<file path="config.mk">
export PLATFORM = sky130hd
export DESIGN_NAME = bfha_walker
export DESIGN_NICKNAME = d
export VERILOG_FILES = /design/src/rtl/core/bfha_pkg.sv /design/src/rtl/core/bfha_walker.sv
export SDC_FILE = /design/constraint.sdc
export NUM_CORES = 1
export LEC_CHECK = 0
export BUFFER_PORTS_ARGS = -buffer_cell sky130_fd_sc_hd__buf_2
export CORE_MARGIN = 3
export CORE_UTILIZATION = 50
export DETAILED_ROUTE_END_ITERATION = 16
export HOLD_SLACK_MARGIN = 0.1
export PLACE_DENSITY = 0.7
export SLEW_MARGIN = 20
export SYNTH_ARGS = -nofsm -noshare
export SYNTH_HDL_FRONTEND = slang
export SYNTH_SLANG_ARGS = --single-unit
</file>
<file path="constraint.sdc">
create_clock -name clk -period 9.69 [get_ports clk]
set_clock_uncertainty 0.15 [all_clocks]
set_input_delay 0.4845 -clock clk [delete_from_list [all_inputs] [get_ports clk]]
set_output_delay 0.4845 -clock clk [all_outputs]
set_load 0.02 [all_outputs]
</file>
<file path="src/rtl/core/bfha_pkg.sv">
// Shared types and codes for the best-fit heap allocator.
// No dependencies.
`timescale 1ns / 1ps
package bfha_pkg;

	localparam logic REQ_ALLOC = 1'b0;
	localparam logic REQ_FREE  = 1'b1;

	localparam logic [1:0] ST_OK       = 2'd0;
	localparam logic [1:0] ST_NO_SPACE = 2'd1;
	localparam logic [1:0] ST_BAD_ADDR = 2'd2;

	localparam int unsigned SIZE_W   = 11;
	localparam int unsigned GRAN_W   = 12;
	localparam int unsigned ENTRY_W  = SIZE_W + 1;
	localparam logic [16:0] ROUND_ADD = 17'h00022;
	localparam logic [14:0] HDR_BYTES = 15'd3;

	typedef struct packed {
		logic        valid;
		logic [1:0]  status;
		logic [14:0] data_address;
	} result_t;

endpackage

</file>
<file path="src/rtl/core/bfha_walker.sv">
// Block-chain walker: sequences reads and write-backs of the block store.
// Depends on bfha_pkg.
`timescale 1ns / 1ps
module bfha_walker #(
	parameter int HEAP_GRANULES = 1024
) (
	input  logic                             clk,
	input  logic                             arst_n,
	input  logic                             start,
	input  logic                             req_type,
	input  logic [15:0]                      request_bytes,
	input  logic [14:0]                      block_address,
	output logic                             ready,
	output bfha_pkg::result_t                result,
	input  logic                             result_take,
	output logic                             mem_we,
	output logic [$clog2(HEAP_GRANULES)-1:0] mem_waddr,
	output logic [bfha_pkg::ENTRY_W-1:0]     mem_wdata,
	output logic [$clog2(HEAP_GRANULES)-1:0] mem_raddr,
	input  logic [bfha_pkg::ENTRY_W-1:0]     mem_rdata
);
	import bfha_pkg::*;

	localparam int AW = $clog2(HEAP_GRANULES);
	localparam logic [GRAN_W-1:0] HEAP_C = GRAN_W'(HEAP_GRANULES);

	typedef enum logic [8:0] {
		S_INIT  = 9'b000000001,
		S_IDLE  = 9'b000000010,
		S_EVAL  = 9'b000000100,
		S_NEXT  = 9'b000001000,
		S_FWR   = 9'b000010000,
		S_FPREV = 9'b000100000,
		S_WB1   = 9'b001000000,
		S_WB2   = 9'b010000000,
		S_DONE  = 9'b100000000
	} state_t;

	state_t             state_q;
	logic               type_q;
	logic [GRAN_W-1:0]  need_q, g_q, best_q, bsz_q, cur_q, prev_q, psz_q;
	logic [9:0]         target_q;
	logic               hb_q, hp_q, pfree_q;
	logic [1:0]         status_q;
	logic [14:0]        addr_q;

	logic [16:0]        need_sum;
	logic [14:0]        a_m3;
	logic               addr_bad;
	logic [GRAN_W-1:0]  sz, gn, rest, nsum;
	logic               fr, take_now;

	assign need_sum = {1'b0, request_bytes} + ROUND_ADD;
	assign a_m3     = block_address - HDR_BYTES;
	assign addr_bad = (block_address < HDR_BYTES) || (a_m3[4:0] != 5'd0);

	assign sz       = {1'b0, mem_rdata[SIZE_W-1:0]};
	assign fr       = mem_rdata[SIZE_W];
	assign gn       = g_q + sz;
	assign rest     = best_q + need_q;
	assign nsum     = cur_q + sz;
	assign take_now = fr && (sz > need_q) && (!hb_q || sz < bsz_q);

	assign ready = (state_q == S_IDLE);
	assign result.valid        = (state_q == S_DONE);
	assign result.status       = status_q;
	assign result.data_address = addr_q;

	// Read port: restart at granule zero, else follow the chain.
	always_comb begin
		case (state_q)
			S_IDLE:  mem_raddr = '0;
			S_EVAL:  mem_raddr = gn[AW-1:0];
			default: mem_raddr = g_q[AW-1:0];
		endcase
	end

	always_comb begin
		mem_we    = 1'b0;
		mem_waddr = g_q[AW-1:0];
		mem_wdata = '0;
		case (state_q)
			S_INIT: begin
				mem_we    = 1'b1;
				mem_waddr = '0;
				mem_wdata = {1'b1, HEAP_C[SIZE_W-1:0]};
			end
			S_EVAL: begin
				if (type_q == REQ_ALLOC && sz != '0 && fr && sz == need_q) begin
					mem_we    = 1'b1;
					mem_wdata = {1'b0, sz[SIZE_W-1:0]};
				end
			end
			S_FWR: begin
				mem_we    = 1'b1;
				mem_wdata = {1'b1, cur_q[SIZE_W-1:0]};
			end
			S_FPREV: begin
				mem_we    = 1'b1;
				mem_waddr = prev_q[AW-1:0];
				mem_wdata = {1'b1, psz_q[SIZE_W-1:0] + cur_q[SIZE_W-1:0]};
			end
			S_WB1: begin
				mem_we    = 1'b1;
				mem_waddr = best_q[AW-1:0];
				mem_wdata = {1'b0, need_q[SIZE_W-1:0]};
			end
			S_WB2: begin
				mem_we    = 1'b1;
				mem_waddr = rest[AW-1:0];
				mem_wdata = {1'b1, bsz_q[SIZE_W-1:0] - need_q[SIZE_W-1:0]};
			end
			default: ;
		endcase
	end

	always_ff @(posedge clk or negedge arst_n) begin
		if (!arst_n) begin
			state_q <= S_INIT;
			hb_q    <= 1'b0;
			hp_q    <= 1'b0;
		end else begin
			case (state_q)
				S_INIT: state_q <= S_IDLE;
				S_IDLE: begin
					if (start) begin
						type_q   <= req_type;
						need_q   <= need_sum[16:5];
						target_q <= a_m3[14:5];
						g_q      <= '0;
						hb_q     <= 1'b0;
						hp_q     <= 1'b0;
						addr_q   <= '0;
						if (req_type == REQ_FREE && addr_bad) begin
							status_q <= ST_BAD_ADDR;
							state_q  <= S_DONE;
						end else begin
							state_q <= S_EVAL;
						end
					end
				end
				S_EVAL: begin
					if (type_q == REQ_ALLOC) begin
						if (sz == '0) begin
							status_q <= ST_NO_SPACE;
							state_q  <= hb_q ? S_WB1 : S_DONE;
						end else if (fr && sz == need_q) begin
							status_q <= ST_OK;
							addr_q   <= {g_q[9:0], 5'd3};
							state_q  <= S_DONE;
						end else begin
							if (take_now) begin
								best_q <= g_q;
								bsz_q  <= sz;
								hb_q   <= 1'b1;
							end
							g_q <= gn;
							if (gn >= HEAP_C) begin
								status_q <= ST_NO_SPACE;
								state_q  <= (hb_q || take_now) ? S_WB1 : S_DONE;
							end
						end
					end else begin
						if (sz == '0) begin
							status_q <= ST_BAD_ADDR;
							state_q  <= S_DONE;
						end else if (g_q == {2'b00, target_q}) begin
							cur_q <= sz;
							if (fr) begin
								status_q <= ST_BAD_ADDR;
								state_q  <= S_DONE;
							end else if (gn < HEAP_C) begin
								// Hold g on the target; the read goes to the next block.
								state_q <= S_NEXT;
							end else begin
								state_q <= S_FWR;
							end
						end else begin
							prev_q  <= g_q;
							psz_q   <= sz;
							pfree_q <= fr;
							hp_q    <= 1'b1;
							g_q     <= gn;
							if (gn >= HEAP_C) begin
								status_q <= ST_BAD_ADDR;
								state_q  <= S_DONE;
							end
						end
					end
				end
				S_NEXT: begin
					if (fr) begin
						cur_q <= nsum;
					end
					state_q <= S_FWR;
				end
				S_FWR: begin
					status_q <= ST_OK;
					state_q  <= (hp_q && pfree_q) ? S_FPREV : S_DONE;
				end
				S_FPREV: state_q <= S_DONE;
				S_WB1: begin
					status_q <= ST_OK;
					addr_q   <= {best_q[9:0], 5'd3};
					state_q  <= (rest < HEAP_C) ? S_WB2 : S_DONE;
				end
				S_WB2: state_q <= S_DONE;
				S_DONE: begin
					if (result_take) begin
						state_q <= S_IDLE;
					end
				end
				default: state_q <= S_INIT;
			endcase
		end
	end

	a_onehot: assert property (@(posedge clk) disable iff (!arst_n) $onehot(state_q))
		else $error("walker state not one-hot");
	a_wr_states: assert property (@(posedge clk) disable iff (!arst_n)
		mem_we |-> (state_q != S_IDLE && state_q != S_DONE && state_q != S_NEXT))
		else $error("store written outside a write step");
	a_status: assert property (@(posedge clk) disable iff (!arst_n)
		result.valid |-> (status_q == ST_OK || status_q == ST_NO_SPACE
			|| status_q == ST_BAD_ADDR))
		else $error("undefined status code");
	a_addr_zero: assert property (@(posedge clk) disable iff (!arst_n)
		(result.valid && status_q != ST_OK) |-> (addr_q == '0))
		else $error("address on a failed request");

endmodule

</file>
* Yosys cells after proc, flatten, opt, wreduce, memory -nomap -nowiden *
Index checks and enable logic that the tools add are counted.

storage, ports and cells
  register bits after elaboration = 120
  latch bits = 0
  RAM bits = 0
  ROM bits = 0
  bits of input ports = 48
  output and inout port bits = 52
  logic and storage cells = 153
  memories kept = 0

operators by class
  $add $sub $neg = 7
  $mul = 0
  div/mod/pow operators = 0
  $lt $le $gt $ge = 6
  equality and inequality tests = 28
  shifts and indexed selects = 0
  multiplexer cells = 61
  bitwise gates (word level) = 4
  reductions and logical operators = 32

operators with widths
  operator                                                                  count
  9-bit 2-to-1 mux                                                          15
  12-bit 2-to-1 mux                                                         10
  12-bit one-hot mux with 6 select lines                                    1
  9-bit one-hot mux with 8 select lines                                     1
  15-bit 2-to-1 mux                                                         4
  12-bit one-hot mux with 2 select lines                                    2
  15-bit one-hot mux with 3 select lines                                    1
  10-bit one-hot mux with 4 select lines                                    1
  6-bit AND reduction                                                       5
  12-bit by 11-bit adder with 12-bit output                                 2
  12-bit by 11-bit < comparator with 1-bit output (second input constant)   2
  2-bit 2-to-1 mux                                                          10
  2-bit inequality test (second input constant)                             10
  10-bit one-hot mux with 2 select lines                                    1
  16-bit by 6-bit adder with 17-bit output (second input constant)          1
  15-bit by 2-bit < comparator with 1-bit output (second input constant)    1
  5-bit inequality test (second input constant)                             3
  15-bit by 2-bit subtractor with 15-bit output (second input constant)     1
  12-bit adder                                                              1
  11-bit by 12-bit equality test with 1-bit output                          1
  12-bit by 10-bit equality test with 1-bit output                          1
  12-bit by 11-bit >= comparator with 1-bit output (second input constant)  1
  11-bit by 12-bit > comparator with 1-bit output                           1
  12-bit zero test                                                          1
  other kinds (33)                                                          61

* Logic depth before layout (Yosys ltp) *
  depth in word-level cells = 10
  gate-level depth with buffers = 11
  gate-level depth less buffers = 11

* Least setup slack after synthesis *
Ideal clock, no wire load.

  path kind = register -> register
  from = register state_q[0]
  to = register need_q[0] (enable)
  library setup time = 0.403 ns
  data arrival time = 2.754 ns
  data required time = 9.137 ns
  slack = 6.383 ns
  cell stages (with the launch flop) = 8
  path buffers = 2
  clock period less this slack = 3.307 ns
  cells stage by stage = dfstp_2 -> clkbuf_1 -> nor4_2 -> nor2b_1 -> and4b_1 -> clkbuf_1 -> nand2_1 -> nor2_1

between the ends
  word-level cells in the longest chain between the ends = 2

ends and longest elaborated chain
  item                                            line                source
  start: declaration                              bfha_walker.sv:39   state_t state_q;
  start signal: assignment                        bfha_walker.sv:146  state_q <= hb_q ? S_WB1 : S_DONE;
  start signal: assignment                        bfha_walker.sv:160  state_q <= (hb_q || take_now) ? S_WB1 : S_DONE;
  start signal: assignment                        bfha_walker.sv:199  state_q <= (hp_q && pfree_q) ? S_FPREV : S_DONE;
  9-bit by 2-bit equality test with 1-bit output  --
  net ready                                       bfha_walker.sv:13   output logic ready,
  3-bit AND reduction (no line)                   --
  end signal: assignment                          bfha_walker.sv:128  need_q <= need_sum[16:5];
  end: declaration                                bfha_walker.sv:41   logic [GRAN_W-1:0] need_q, g_q, best_q, bsz_q, cur_q, prev_q, psz_q;

The timed path passes the listed nets, and every way through them passes these cells.
A chain may end at the register's enable or synchronous reset.

* Final worst setup path *
  from = register state_q[5]
  to = output port mem_wdata[10] (netlist name)

between the ends
  word-level cells in the longest chain between the ends = 2
  elaborated cells between the ends (all ways) = 7
  classes of those cells = eq/ne (6); mux (1)

ends and longest elaborated chain
  item                                                                    line               source
  9-bit by 8-bit equality test with 1-bit output (tied with other cells)  bfha_walker.sv:82  case (state_q)
  12-bit one-hot mux with 6 select lines (*)                              bfha_walker.sv:82
  end: declaration                                                        bfha_walker.sv:18  output logic [bfha_pkg::ENTRY_W-1:0] mem_wdata,

Every way passes the cells marked *; elsewhere a longest branch is shown, timed or not.

==> summary.txt <==
Layout
  • Fraction of layout instances using a drive strength above 1: 0.172
  • Antenna cells: 0
  • Commonest non-fill, non-tap cell in the layout: edfxtp_1
  • Final net count: 1013
  • Most used cells in the layout excluding fill and tap cells: edfxtp_1 (104), buf_2 (95), ha_1 (73), nand2_1 (62), o21ai_0 (54)
  • Area growth from synthesis to layout: 15.9%
  • Final standard cell utilization of the core: 0.605

Clock network
  • CTS Buffer Depth: 2
  • Clock latency on the worst-skew pair: 0.43 ns
  • Number of clock sinks seen by CTS: 115
  • Number of buffers created by CTS: 17
  • Clock-pin slew on the worst setup and hold paths: 0.06 ns
  • Number of hold buffers added after cts: 2
  • H-Tree Level Count: 4
  • Cells resized by post-CTS repair: 0
  • Post-CTS setup-driven buffer insertion count: 0
  • Clk Tree Root Cell: clkbuf_16
  • Clock tree from TritonCTS: done

Power and ir drop
  • Register share of total power: 0.375
  • Areal power density over the cells: 174 mW/mm^2
  • Share of total power in the clock network: 0.369
  • Fraction of power spent switching nets: 0.335
  • NetSw: 0.546 mW
  • Highest ir drop seen on vdd: 0.141 mV
  • Pleak: 3.94 nW
  • Internal power: 1.08 mW
  • Share of power burned in combinational logic: 0.257

Floorplan
  • Initial Utilization: 0.522
  • Core Region: 0.0155 mm^2
  • Die Height: 133 um
  • Width of the die: 133 um
  • Die area: 0.0177 mm^2
  • Site Rows: 45
  • Ports placed on the boundary: 100

Worst hold path
  • HP Start: block_address[14]
  • Class of the tightest hold or removal check: input port to flip-flop
  • End point of the worst hold path: target_q[9]
  • Number of cells traversed by the worst hold path: 2

Placement
  • Post-detail-place hpwl: 16400 um
  • PortBufs: 95
  • Routability congestion estimate: 0.918

Worst setup path
  • Startpoint type of the worst setup path: flip-flop
  • Worst setup path category: flip-flop to output pin
  • Cell with the largest stage delay on the worst path: nor4_4
  • Number of cells on the critical path: 8
  • Top Family by Delay on Critical Path: simple AND/OR/NAND/NOR gates
  • Endpoint of the worst register-to-register path: bsz_q[2]
  • Sum of buffers and inverters on the critical path: 1
  • CP cell instances: nor4_2, nand4b_1, nor4_4, nand2_1, o311ai_0, a31oi_1, o21ai_0, buf_2
  • Data required time of the worst path: 9.06 ns
  • Element type at the critical path end: output pin
  • CP arrival: 3.63 ns
  • Peak fanout along the critical path: 17
  • Delay of the slowest cell on the worst path: 0.88 ns
  • R2R Path Start: state_q[5]
  • Cell depth of the worst flop-to-flop path: 6
  • FF-to-FF setup slack: 5.86 ns

Global routing
  • Overflow left after global routing: 0
  • Initial antenna violation count: 0
  • Maximum number of pins on one net before global-route repair: 30
  • Global-route usage over all layers: 0.255
  • Via count of the first global-routing pass: 6701
  • Global-route wire length before repair: 35300 um

Synth
  • Most area-hungry cell type in the Yosys netlist: edfxtp_1
  • Number of warnings issued by yosys: 0
  • Cells taking the most area after synthesis: edfxtp_1 (39%), ha_1 (11%), xnor2_1 (5.0%)
  • Post-synthesis mux area share: 0.00403
  • Dominant combinational cell family by area after synthesis: compound AO/OA/AOI/OAI gates
  • Seq/Total Area, Yosys: 0.421
  • Count of cell types in the netlist: 70
  • Simple-gate portion of the synthesized area: 0.153
  • Area fraction in compound gates after synthesis: 0.190
  • Average instance area after synthesis: 10.3 um^2
  • Fraction of synthesized cell area taken by the top area cell type: 0.387
  • Area share of fa/ha/maj cells after synthesis: 0.125
  • Post-synthesis instance area: 0.00808 mm^2
  • Post-synthesis sequential element count: 115
  • Asr flop ratio synth: 0.0957
  • Most used flip-flop cell after synthesis: edfxtp_1
  • EDFF count, synth: 104
  • Number of cells produced by synthesis: 788
  • Xor and xnor area share after synthesis: 0.0726

Detailed routing
  • DR WL/cell: 20.3 um
  • DRC violation count after routing: 0
  • Count of TritonRoute iterations in the first routing pass: 10
  • Final routed wirelength across all metal layers: 22500 um
  • DRC marker count from the first detailed-route iteration: 579
  • Number of routed nets with antenna violations: 0
  • Total vias in the final route: 6789
  • Vias per inst: 6.11

Timing
  • Max frequency: 235 MHz
  • Final setup TNS: 0 ns
  • Tightest Pin Transition: 1.00 ns
  • Count of pins over their slew limit: 0
  • RSZ-0062 raised after global routing: false
  • Worst slew margin relative to its limit: 0.334
  • Final Cycle Share: 0.440
  • Final-report hold violation count: 0
  • Crit path time final: 4.26 ns
  • Setup violators final: 0

Run
  • Max-cap violations: 0

Status
  • Result of the run: finished clean
[logic make-up after synthesis]
kind of cell / Yosys count
AOI/OAI and AO/OA: 223
xor gates and xnor gates: 67
adders and majority gates: 78
buffers and inverters: 64
DFF: 115
muxes: 3
other: 1
and+or+nand+nor: 237
[cell usage after synthesis, types with 8 or more instances]
cell and instances:
nor2_1 52, and2_1 9, a31oi_1 10, dfrtp_1 10, nand3_1 17, ha_1 73, a21o_1 34, a22o_1 13
clkbuf_1 16, xor2_1 21, a21oi_1 37, a211oi_1 9, nand2b_1 12, nand2_1 62, edfxtp_1 104, o21ai_0 54
nor3_1 21, a221oi_1 8, inv_1 38, xnor2_1 46, and3_1 8
[state kept, by name (all words and copies together), names as in the netlist]
signal	flops
addr_q	11
best_q	12
bsz_q	11
cur_q	11
g_q	12
hb_q	1
hp_q	1
need_q	12
pfree_q	1
prev_q	10
psz_q	11
state_q	9
status_q	2
target_q	10
type_q	1
[layout make-up]
class,instances,area [um^2]
fill,1284,6120
multi-input combinational,611,4450
sequential,115,3400
timing repair buffer,104,548
clock buffer,18,429
tap,211,264
inverter,38,143
clock inverter,14,131
[routing by layer]
layer / share of wire / track usage / vias to the layer above
li1: - / - / 3187
met1: 0.40 / 0.320 / 3246
met2: 0.49 / 0.427 / 307
met3: 0.080 / 0.0631 / 49
met4: 0.030 / 0.0949 / 0
met5: 0 / 0 / -
[power by group through the flow]
stage | Combinational (mW) | Clock (mW) | Sequential, mW
floorplan | 0.273 | 0 | 0.610
global placement | 0.406 | 0 | 0.618
detailed placement | 0.413 | 0 | 0.619
CTS | 0.417 | 0.605 | 0.609
global route | 0.454 | 0.630 | 0.614
finish | 0.418 | 0.600 | 0.610
[through the flow]
step	power, mW	hold WS [ns]	worst slack [ns]	area (um^2)	instances
finish	1.63	0.201	5.43	9370	1111
global route	1.70	0.210	5.05	9370	1111
CTS	1.63	0.194	5.19	9360	1111
detailed placement	1.03	0.248	5.65	8780	1077
global placement	1.02	0.251	5.69	8770	1077
floorplan	0.883	0.0389	6.38	8090	790
[worst max-delay path by stage]
stage                          start             to  slack [ns]
after detailed placement  state_q[5]  mem_wdata[10]        5.65
after global routing      state_q[5]  mem_wdata[10]        5.05
final                     state_q[5]  mem_wdata[10]        5.43
after CTS                 state_q[5]  mem_wdata[10]        5.19
after floorplan           state_q[0]      need_q[0]        6.38
after global placement    state_q[5]  mem_wdata[10]        5.69
(Power assumes the default switching activity.)
